[src/design/rvbc_pkg.sv]
`default_nettype none

package rvbc_pkg;

  localparam int CoordWidth    = 16;
  localparam int CfgWidth      = 14;
  localparam int CfgIndexWidth = 1;
  localparam int ThrWidth      = CfgWidth + 1;
  localparam int SqWidth       = 2 * CoordWidth;
  localparam int RootWidth     = CoordWidth;
  localparam int ProdWidth     = CoordWidth + ThrWidth;
  localparam int NumWidth      = ProdWidth + 1;
  localparam int DenWidth      = ThrWidth + 1;
  localparam int DataWidth     = ((2 * CoordWidth + 7) / 8) * 8;
  localparam int QueueDepth    = 2;
  localparam int QueuePtrWidth = $clog2(QueueDepth);
  localparam int QueueCntWidth = $clog2(QueueDepth + 1);

  localparam logic [CfgIndexWidth-1:0] REG_BODY_RADIUS   = CfgIndexWidth'(0);
  localparam logic [CfgIndexWidth-1:0] REG_HOLD_DISTANCE = CfgIndexWidth'(1);

  localparam logic [CfgWidth-1:0] BodyRadiusReset   = CfgWidth'(128);
  localparam logic [CfgWidth-1:0] HoldDistanceReset = CfgWidth'(128);

  typedef struct packed {
    logic [CoordWidth-1:0] mag_x;
    logic [CoordWidth-1:0] mag_y;
    logic                  neg_x;
    logic                  neg_y;
    logic                  has_point;
    logic                  last;
  } point_entry_t;

  typedef enum logic [3:0] {
    ST_IDLE,
    ST_SQUARE,
    ST_ROOT_GO,
    ST_ROOT,
    ST_TEST,
    ST_SCALE,
    ST_DIV_GO,
    ST_DIV,
    ST_UPDATE,
    ST_FINISH
  } back_state_t;

endpackage

`default_nettype wire

[src/design/rvbc_front.sv]
`default_nettype none

module rvbc_front
  import rvbc_pkg::*;
(
  input  wire logic                 clk,
  input  wire logic                 rst,
  input  wire logic                 s_tvalid,
  output logic                      s_tready,
  input  wire logic [DataWidth-1:0] s_tdata,   // point_x, point_y
  input  wire logic                 s_tlast,   // last_point
  output point_entry_t              entry,
  output logic                      entry_valid,
  input  wire logic                 pop
);

  point_entry_t               slots [QueueDepth];
  logic [QueuePtrWidth-1:0]   wr_ptr;
  logic [QueuePtrWidth-1:0]   rd_ptr;
  logic [QueueCntWidth-1:0]   count;
  logic [CoordWidth-1:0]      x;
  logic [CoordWidth-1:0]      y;
  point_entry_t               classified;
  logic                       push;

  assign x = s_tdata[CoordWidth-1:0];
  assign y = s_tdata[2*CoordWidth-1:CoordWidth];

  always_comb begin
    classified.neg_x     = x[CoordWidth-1];
    classified.neg_y     = y[CoordWidth-1];
    classified.mag_x     = x[CoordWidth-1] ? (~x + 1'b1) : x;
    classified.mag_y     = y[CoordWidth-1] ? (~y + 1'b1) : y;
    classified.has_point = (x != '0) || (y != '0);
    classified.last      = s_tlast;
  end

  assign s_tready    = (count != QueueCntWidth'(QueueDepth));
  assign push        = s_tvalid && s_tready;
  assign entry_valid = (count != '0);
  assign entry       = slots[rd_ptr];

  always_ff @(posedge clk) begin
    if (push) begin
      slots[wr_ptr] <= classified;
    end
  end

  always_ff @(posedge clk) begin
    if (rst) begin
      wr_ptr <= '0;
      rd_ptr <= '0;
      count  <= '0;
    end else begin
      if (push) begin
        wr_ptr <= (wr_ptr == QueuePtrWidth'(QueueDepth - 1)) ? '0 : wr_ptr + 1'b1;
      end
      if (pop) begin
        rd_ptr <= (rd_ptr == QueuePtrWidth'(QueueDepth - 1)) ? '0 : rd_ptr + 1'b1;
      end
      if (push && !pop) begin
        count <= count + 1'b1;
      end else if (pop && !push) begin
        count <= count - 1'b1;
      end
    end
  end

endmodule

`default_nettype wire

[src/design/rvbc_root.sv]
`default_nettype none

module rvbc_root
  import rvbc_pkg::*;
(
  input  wire logic                 clk,
  input  wire logic                 rst,
  input  wire logic                 start,
  input  wire logic [SqWidth-1:0]   radicand,
  output logic                      done,
  output logic [RootWidth-1:0]      root
);

  localparam int CntWidth = $clog2(RootWidth);
  localparam logic [CntWidth-1:0] LastStep = CntWidth'(RootWidth - 1);

  logic                   busy;
  logic [CntWidth-1:0]    step;
  logic [SqWidth-1:0]     rad;
  logic [RootWidth+1:0]   rem;
  logic [RootWidth+1:0]   rem_sh;
  logic [RootWidth+1:0]   trial;
  logic                   fits;

  assign rem_sh = {rem[RootWidth-1:0], rad[SqWidth-1 -: 2]};
  assign trial  = {root, 2'b01};
  assign fits   = (rem_sh >= trial);

  always_ff @(posedge clk) begin
    if (start) begin
      rad  <= radicand;
      rem  <= '0;
      root <= '0;
    end else if (busy) begin
      rad  <= {rad[SqWidth-3:0], 2'b00};
      rem  <= fits ? (rem_sh - trial) : rem_sh;
      root <= {root[RootWidth-2:0], fits};
    end
  end

  always_ff @(posedge clk) begin
    if (rst) begin
      busy <= 1'b0;
      step <= '0;
      done <= 1'b0;
    end else begin
      done <= busy && (step == LastStep);
      if (start) begin
        busy <= 1'b1;
        step <= '0;
      end else if (busy) begin
        busy <= (step != LastStep);
        step <= step + 1'b1;
      end
    end
  end

endmodule

`default_nettype wire

[src/design/rvbc_div.sv]
`default_nettype none

module rvbc_div
  import rvbc_pkg::*;
(
  input  wire logic                 clk,
  input  wire logic                 rst,
  input  wire logic                 start,
  input  wire logic [NumWidth-1:0]  num,
  input  wire logic [DenWidth-1:0]  den,
  output logic                      done,
  output logic [NumWidth-1:0]       quot
);

  localparam int CntWidth = $clog2(NumWidth);
  localparam logic [CntWidth-1:0] LastStep = CntWidth'(NumWidth - 1);

  logic                  busy;
  logic [CntWidth-1:0]   step;
  logic [DenWidth-1:0]   divisor;
  logic [DenWidth-1:0]   rem;
  logic [DenWidth:0]     rem_sh;
  logic                  fits;

  assign rem_sh = {rem, quot[NumWidth-1]};
  assign fits   = (rem_sh >= {1'b0, divisor});

  always_ff @(posedge clk) begin
    if (start) begin
      quot    <= num;
      divisor <= den;
      rem     <= '0;
    end else if (busy) begin
      rem  <= fits ? DenWidth'(rem_sh - {1'b0, divisor}) : DenWidth'(rem_sh);
      quot <= {quot[NumWidth-2:0], fits};
    end
  end

  always_ff @(posedge clk) begin
    if (rst) begin
      busy <= 1'b0;
      step <= '0;
      done <= 1'b0;
    end else begin
      done <= busy && (step == LastStep);
      if (start) begin
        busy <= 1'b1;
        step <= '0;
      end else if (busy) begin
        busy <= (step != LastStep);
        step <= step + 1'b1;
      end
    end
  end

endmodule

`default_nettype wire

[src/design/rvbc_back.sv]
`default_nettype none

module rvbc_back
  import rvbc_pkg::*;
(
  input  wire logic                 clk,
  input  wire logic                 rst,
  input  wire logic [ThrWidth-1:0]  threshold,
  input  point_entry_t              entry,
  input  wire logic                 entry_valid,
  output logic                      pop,
  output logic                      m_tvalid,
  input  wire logic                 m_tready,
  output logic [DataWidth-1:0]      m_tdata    // vel_x, vel_y
);

  localparam int ExtWidth = RootWidth + ThrWidth;
  localparam logic [NumWidth-1:0] PosLimit =
    NumWidth'((64'd1 << (CoordWidth - 1)) - 64'd1);
  localparam logic [NumWidth-1:0] NegLimit = NumWidth'(64'd1 << (CoordWidth - 1));

  back_state_t                  state;
  back_state_t                  state_next;
  point_entry_t                 cur;
  logic [SqWidth-1:0]           sq_x;
  logic [SqWidth-1:0]           sq_y;
  logic [ThrWidth-1:0]          distance;
  logic [ThrWidth-1:0]          margin;
  logic [ProdWidth-1:0]         prod_x;
  logic [ProdWidth-1:0]         prod_y;
  logic signed [CoordWidth-1:0] box_x_low;
  logic signed [CoordWidth-1:0] box_x_high;
  logic signed [CoordWidth-1:0] box_y_low;
  logic signed [CoordWidth-1:0] box_y_high;
  logic                         any_near;
  logic signed [CoordWidth-1:0] vel_x;
  logic signed [CoordWidth-1:0] vel_y;
  logic signed [CoordWidth-1:0] push_x;
  logic signed [CoordWidth-1:0] push_y;
  logic signed [CoordWidth:0]   sum_x;
  logic signed [CoordWidth:0]   sum_y;
  logic                         root_start;
  logic                         root_done;
  logic [RootWidth-1:0]         root;
  logic                         div_start;
  logic                         div_done_x;
  logic                         div_done_y;
  logic [NumWidth-1:0]          quot_x;
  logic [NumWidth-1:0]          quot_y;
  logic                         near;
  logic                         emit;

  function automatic logic signed [CoordWidth-1:0] push_value(
    input logic [NumWidth-1:0] q,
    input logic                neg
  );
    logic signed [CoordWidth-1:0] r;
    if (neg) begin
      r = (q > PosLimit) ? {1'b0, {(CoordWidth-1){1'b1}}} : $signed(q[CoordWidth-1:0]);
    end else begin
      r = (q > NegLimit) ? {1'b1, {(CoordWidth-1){1'b0}}} : -$signed(q[CoordWidth-1:0]);
    end
    return r;
  endfunction

  rvbc_root u_root (
    .clk      (clk),
    .rst      (rst),
    .start    (root_start),
    .radicand (sq_x + sq_y),
    .done     (root_done),
    .root     (root)
  );

  rvbc_div u_div_x (
    .clk   (clk),
    .rst   (rst),
    .start (div_start),
    .num   ({prod_x, 1'b0} + NumWidth'(distance)),
    .den   ({distance, 1'b0}),
    .done  (div_done_x),
    .quot  (quot_x)
  );

  rvbc_div u_div_y (
    .clk   (clk),
    .rst   (rst),
    .start (div_start),
    .num   ({prod_y, 1'b0} + NumWidth'(distance)),
    .den   ({distance, 1'b0}),
    .done  (div_done_y),
    .quot  (quot_y)
  );

  assign near   = (ExtWidth'(root) <= ExtWidth'(threshold));
  assign margin = threshold - distance;
  assign push_x = push_value(quot_x, cur.neg_x);
  assign push_y = push_value(quot_y, cur.neg_y);
  assign sum_x  = {box_x_low[CoordWidth-1], box_x_low} + {box_x_high[CoordWidth-1], box_x_high};
  assign sum_y  = {box_y_low[CoordWidth-1], box_y_low} + {box_y_high[CoordWidth-1], box_y_high};

  always_comb begin
    state_next = state;
    unique case (state)
      ST_IDLE:    if (entry_valid) state_next = ST_SQUARE;
      ST_SQUARE:  state_next = cur.has_point ? ST_ROOT_GO : ST_FINISH;
      ST_ROOT_GO: state_next = ST_ROOT;
      ST_ROOT:    if (root_done) state_next = ST_TEST;
      ST_TEST:    state_next = near ? ST_SCALE : ST_FINISH;
      ST_SCALE:   state_next = ST_DIV_GO;
      ST_DIV_GO:  state_next = ST_DIV;
      ST_DIV:     if (div_done_x && div_done_y) state_next = ST_UPDATE;
      ST_UPDATE:  state_next = ST_FINISH;
      ST_FINISH:  if (!cur.last || !m_tvalid || m_tready) state_next = ST_IDLE;
      default:    state_next = ST_IDLE;
    endcase
  end

  always_comb begin
    pop        = 1'b0;
    root_start = 1'b0;
    div_start  = 1'b0;
    emit       = 1'b0;
    unique case (state)
      ST_IDLE:    pop = entry_valid;
      ST_ROOT_GO: root_start = 1'b1;
      ST_DIV_GO:  div_start = 1'b1;
      ST_FINISH:  emit = cur.last && (!m_tvalid || m_tready);
      default: ;
    endcase
  end

  always_ff @(posedge clk) begin
    if (rst) begin
      state <= ST_IDLE;
    end else begin
      state <= state_next;
    end
  end

  always_ff @(posedge clk) begin
    if (pop) begin
      cur <= entry;
    end
    if (state == ST_SQUARE) begin
      sq_x <= SqWidth'(cur.mag_x) * SqWidth'(cur.mag_x);
      sq_y <= SqWidth'(cur.mag_y) * SqWidth'(cur.mag_y);
    end
    if (state == ST_TEST) begin
      distance <= ThrWidth'(root);
    end
    if (state == ST_SCALE) begin
      prod_x <= ProdWidth'(cur.mag_x) * ProdWidth'(margin);
      prod_y <= ProdWidth'(cur.mag_y) * ProdWidth'(margin);
    end
    if (state == ST_UPDATE) begin
      if (!any_near || (push_x < box_x_low))  box_x_low  <= push_x;
      if (!any_near || (push_x > box_x_high)) box_x_high <= push_x;
      if (!any_near || (push_y < box_y_low))  box_y_low  <= push_y;
      if (!any_near || (push_y > box_y_high)) box_y_high <= push_y;
    end
    if (emit) begin
      vel_x <= any_near ? sum_x[CoordWidth:1] : '0;
      vel_y <= any_near ? sum_y[CoordWidth:1] : '0;
    end
  end

  always_ff @(posedge clk) begin
    if (rst) begin
      any_near <= 1'b0;
      m_tvalid <= 1'b0;
    end else begin
      if (emit) begin
        any_near <= 1'b0;
      end else if (state == ST_UPDATE) begin
        any_near <= 1'b1;
      end
      if (emit) begin
        m_tvalid <= 1'b1;
      end else if (m_tready) begin
        m_tvalid <= 1'b0;
      end
    end
  end

  assign m_tdata = DataWidth'({vel_y, vel_x});

endmodule

`default_nettype wire

[src/design/repulsive_vector_box_center_unit.sv]
// The back end takes a point at the origin from squaring straight to finish, a point
// beyond the threshold through the 16-step square root and the distance test, and a
// near point on through scaling, the 32-step divider that follows the root and the
// box update. m_tvalid is registered when the last point of a scan finishes, which
// waits while an earlier result is still stalled on the output. The back end works on
// one point at a time; a two-entry queue keeps accepting input while it works, until
// full. Reset (rst, synchronous): queue empty, box marked empty, registers back to 128.
`default_nettype none

module repulsive_vector_box_center_unit
  import rvbc_pkg::*;
(
  input  wire logic                     clk,
  input  wire logic                     rst,
  input  wire logic                     s_tvalid,
  output logic                          s_tready,
  input  wire logic [DataWidth-1:0]     s_tdata,   // point_x, point_y
  input  wire logic                     s_tlast,   // last_point
  output logic                          m_tvalid,
  input  wire logic                     m_tready,
  output logic [DataWidth-1:0]          m_tdata,   // vel_x, vel_y
  input  wire logic                     cfg_wen,
  input  wire logic [CfgIndexWidth-1:0] cfg_index,
  input  wire logic [CfgWidth-1:0]      cfg_data
);

  logic [CfgWidth-1:0] body_radius;
  logic [CfgWidth-1:0] hold_distance;
  logic [ThrWidth-1:0] threshold;
  point_entry_t        entry;
  logic                entry_valid;
  logic                pop;

  always_ff @(posedge clk) begin
    if (rst) begin
      body_radius   <= BodyRadiusReset;
      hold_distance <= HoldDistanceReset;
    end else if (cfg_wen) begin
      unique case (cfg_index)
        REG_BODY_RADIUS:   body_radius   <= cfg_data;
        REG_HOLD_DISTANCE: hold_distance <= cfg_data;
        default: ;
      endcase
    end
  end

  assign threshold = ThrWidth'(body_radius) + ThrWidth'(hold_distance);

  rvbc_front u_front (
    .clk         (clk),
    .rst         (rst),
    .s_tvalid    (s_tvalid),
    .s_tready    (s_tready),
    .s_tdata     (s_tdata),
    .s_tlast     (s_tlast),
    .entry       (entry),
    .entry_valid (entry_valid),
    .pop         (pop)
  );

  rvbc_back u_back (
    .clk         (clk),
    .rst         (rst),
    .threshold   (threshold),
    .entry       (entry),
    .entry_valid (entry_valid),
    .pop         (pop),
    .m_tvalid    (m_tvalid),
    .m_tready    (m_tready),
    .m_tdata     (m_tdata)
  );

endmodule

`default_nettype wire

[config.mk]
export PLATFORM = sky130hd
export DESIGN_NAME = repulsive_vector_box_center_unit
export DESIGN_NICKNAME = d
export VERILOG_FILES = /design/src/design/rvbc_pkg.sv /design/src/design/rvbc_front.sv /design/src/design/rvbc_root.sv /design/src/design/rvbc_div.sv /design/src/design/rvbc_back.sv /design/src/design/repulsive_vector_box_center_unit.sv
export SDC_FILE = /design/constraint.sdc
export NUM_CORES = 2
export LEC_CHECK = 0
export CORE_MARGIN = 8
export CORE_UTILIZATION = 38
export DETAILED_ROUTE_END_ITERATION = 10
export DONT_BUFFER_PORTS = 1
export PLACE_DENSITY = 0.52
export SYNTH_ARGS = -nofsm -noshare
export SYNTH_HDL_FRONTEND = slang
export SYNTH_SLANG_ARGS = --single-unit
[constraint.sdc]
create_clock -name clk -period 9.1 [get_ports clk]
set_input_delay 0.91 -clock clk [delete_from_list [all_inputs] [get_ports clk]]
set_output_delay 0.91 -clock clk [all_outputs]
set_load 0.05 [all_outputs]
==> run metrics <==
run status finished, final reports clean; highest-count cells in the layout ignoring fill and taps sky130_fd_sc_hd__inv_1 (980), sky130_fd_sc_hd__fa_1 (694), sky130_fd_sc_hd__nand2_1 (680), sky130_fd_sc_hd__ha_1 (624), sky130_fd_sc_hd__edfxtp_1 (454); Clock Latency Late Sink 0.67 ns; Sinks on Clock Net 576; wire length per cell 17.7 um; number of buffers inserted during clock tree synthesis 71; Synth Instances 6,171; Register-to-Register Setup Slack 0.18 ns; Reg clk slew, reported paths 0.07 ns; synthesis-to-finish area growth 10.7%; Clock Path Buffers 3; antenna violations before repair 4; final antenna-violating net count 0; count of flip-flops with a built-in enable after synthesis 454; RSZ-0062 raised after global routing yes; classification of the worst setup path flip-flop to flip-flop; syn_area_per_cell 9.78 um^2; share of synthesized area occupied by flip-flops and latches 0.266; hold crit path type primary input to flip-flop; effective utilization at floorplan 0.382; most common cell after layout, fill and taps aside sky130_fd_sc_hd__inv_1; number of placed instances, taps included 8,205; final count of negative-setup-slack endpoints 0; CTS tree built; complex-gate fraction of the synthesized area 0.0974; main flop type after synthesis sky130_fd_sc_hd__edfxtp_1; area of the mapped netlist 60,400 um^2; number of global-route vias before repair 43,600; proportion of synthesized area in mux cells 0.0168; count of synthesis-stage warnings from yosys 0; iteration count of the initial detailed-routing pass 5; required arrival time at the worst endpoint 9.51 ns; die area 172,000 um^2; via count 41,700; synth unique cells 75; fraction of layout instances using a drive strength above 1 0.0781; Worst-Margin Slew 1.20 ns; highest clock frequency the design can meet 0.112 GHz; depth of the CTS H-tree 3; ys async rst share 0; detailed-route vias per instance 4.99; Final period util 0.980; Remaining DRCs 0; residual overflow from global routing 0; Crit path arrival time 9.33 ns; row count 146; Most common cell on crit path sky130_fd_sc_hd__fa_1; total wirelength of the detailed-routed design 148 mm; Max Clock Skew 0.0461 ns; 1st-iter DRT viols 2,409; I/O pin count 87; Total Nets Final 7,605; combinational family with the most area after synthesis adder cells; Ant. Diodes 0; Post-Synth Simple-Gate Area 0.134; cell with the largest stage delay on the worst path sky130_fd_sc_hd__fa_1; share of the synthesized netlist area taken by xor and xnor gates 0.0473; count of input and output buffers 0; maximum number of pins on one net before global-route repair 102; portion of synthesized cell area occupied by the leading cell type 0.231; endpoints failing hold 0; post-detail-place hpwl 117 mm; overall track demand over capacity in global routing 0.172; minimum clock period after layout 8.92 ns; non-filler cells in the finished layout 8,348; first-pass GRT wire length 239 mm; Die Span X 415 um; adder and majority cell fraction of the synthesized area 0.363; cells taking the most area after synthesis sky130_fd_sc_hd__fa_1 (23%), sky130_fd_sc_hd__edfxtp_1 (23%), sky130_fd_sc_hd__ha_1 (13%), sky130_fd_sc_hd__inv_1 (6.1%), sky130_fd_sc_hd__nand2_1 (4.3%); slew margin rel. 0.201; category of the worst setup path launch point flip-flop; endpoint kind of the worst setup timing path flip-flop; root buf cell sky130_fd_sc_hd__clkbuf_16; hold buffer count at CTS 0; highest net fanout along the worst path 5; total of max-cap violations 0; Post-Synthesis Net Count 7,556; cell type contributing the most total cell area after synthesis sky130_fd_sc_hd__fa_1; height of the die 415 um; number of storage elements in the synthesis netlist 576; largest stage delay on the critical path 0.50 ns; Final Slew Violations 0; placeable core region 158,000 um^2; final weighted congestion in routability-driven placement 0.828
## critical path: cells and delay by family, from the launching register on
family / cells / cell delay (ns)
adder cells (fa/ha/maj): 10 / 3.87
AO/OA/AOI/OAI: 14 / 2.74
XOR/XNOR: 4 / 0.72
buffers and inverters: 6 / 0.59
AND/OR/NAND/NOR: 5 / 0.39
flip-flops: 1 / 0.34
## cell usage after synthesis (13+ instances only)
master and n:
sky130_fd_sc_hd__a211oi_1 31, sky130_fd_sc_hd__a21boi_0 14, sky130_fd_sc_hd__a21o_1 109, sky130_fd_sc_hd__a21oi_1 301, sky130_fd_sc_hd__a31oi_1 18, sky130_fd_sc_hd__and2_1 285, sky130_fd_sc_hd__and3_1 32, sky130_fd_sc_hd__clkbuf_1 208
sky130_fd_sc_hd__dfxtp_1 122, sky130_fd_sc_hd__edfxtp_1 454, sky130_fd_sc_hd__fa_1 697, sky130_fd_sc_hd__ha_1 635, sky130_fd_sc_hd__inv_1 982, sky130_fd_sc_hd__mux2_2 42, sky130_fd_sc_hd__mux2i_1 54, sky130_fd_sc_hd__nand2_1 684
sky130_fd_sc_hd__nand2b_1 62, sky130_fd_sc_hd__nand3_1 56, sky130_fd_sc_hd__nand4_1 38, sky130_fd_sc_hd__nor2_1 278, sky130_fd_sc_hd__nor2b_1 68, sky130_fd_sc_hd__nor3_1 73, sky130_fd_sc_hd__nor4_1 13, sky130_fd_sc_hd__o21a_1 46
sky130_fd_sc_hd__o21ai_0 249, sky130_fd_sc_hd__o21bai_1 33, sky130_fd_sc_hd__o22a_1 15, sky130_fd_sc_hd__o31ai_1 18, sky130_fd_sc_hd__or2_2 18, sky130_fd_sc_hd__or3_1 25, sky130_fd_sc_hd__xnor2_1 210, sky130_fd_sc_hd__xor2_1 116
## through the flow
stage	TNS [ns]	util	area [um^2]	hold WS (ns)	setup slack [ns]
3_5_place_dp	-1.22	0.404	63800	0.449	-0.248
3_3_place_gp	-0.880	0.404	63800	0.444	-0.228
4_1_cts	0	0.421	66500	0.270	0.00870
6_report	0	0.423	66800	0.336	0.180
5_1_grt	-1.15	0.423	66800	0.290	-0.199
2_1_floorplan	0	-	60400	0.434	0.00839
## timing repair
action / CTS / global route
gates resized for setup: 39 / 61
pin swaps: 35 / 39
gates cloned: 1 / 0
setup endpoints to repair: 11 / 14
buffers inserted: 9 / 4
## final cells by class
type                    instances  area [um^2]
clock buffers                 101         2070
clock inverters                28          307
fillers                     15300        91200
inverters                     987         3700
multi-input cells            4387        40400
flip-flops and latches        576        16100
well taps                    2072         2590
repair buffers                197         1680
## kinds of logic (layout without fill, tap and decap cells)
logic type	Yosys count	in the layout
flops	576	576
buf+inv	1208	1313
fa+ha+maj	1332	1332
mux	96	96
compound gates	947	947
xor+xnor	326	326
simple gates	1686	1686
## final timing paths
| path | start | end | depth (start not counted) |
|---|---|---|---|
| max | body_radius[0]$_SDFFE_PP0P_ | u_back.prod_y[30]$_DFFE_PP_ | 39 |
| min | rst | u_back.u_div_y.busy$_SDFF_PP0_ | 1 |
| max reg2reg | body_radius[0]$_SDFFE_PP0P_ | u_back.prod_y[30]$_DFFE_PP_ | 39 |
| min reg2reg | u_back.u_div_y.rem[15]$_SDFFE_PP0P_ | u_back.u_div_y.rem[15]$_SDFFE_PP0P_ | 2 |
## sequential cells by signal, indices dropped and copies added, names as in the netlist, 31 cells and up
name	flops
u_back.sq_x	31
u_front.slots	72
u_back.u_div_x.quot	32
u_back.prod_x	31
u_back.u_div_y.quot	32
u_back.sq_y	31
u_back.cur	36
u_back.prod_y	31
u_back.u_root.rad	32
## layer usage
metal,global-route usage,wire (um),vias up
li1,-,-,20400
met2,0.291,69500,678
met4,0.0476,4130,2
met5,0,13,-
met1,0.227,67700,20400
met3,0.0289,6530,173
Power is left out: the tool's default activity adds up to more than one toggle a clock period on the data nets, which glitch-free logic cannot reach.
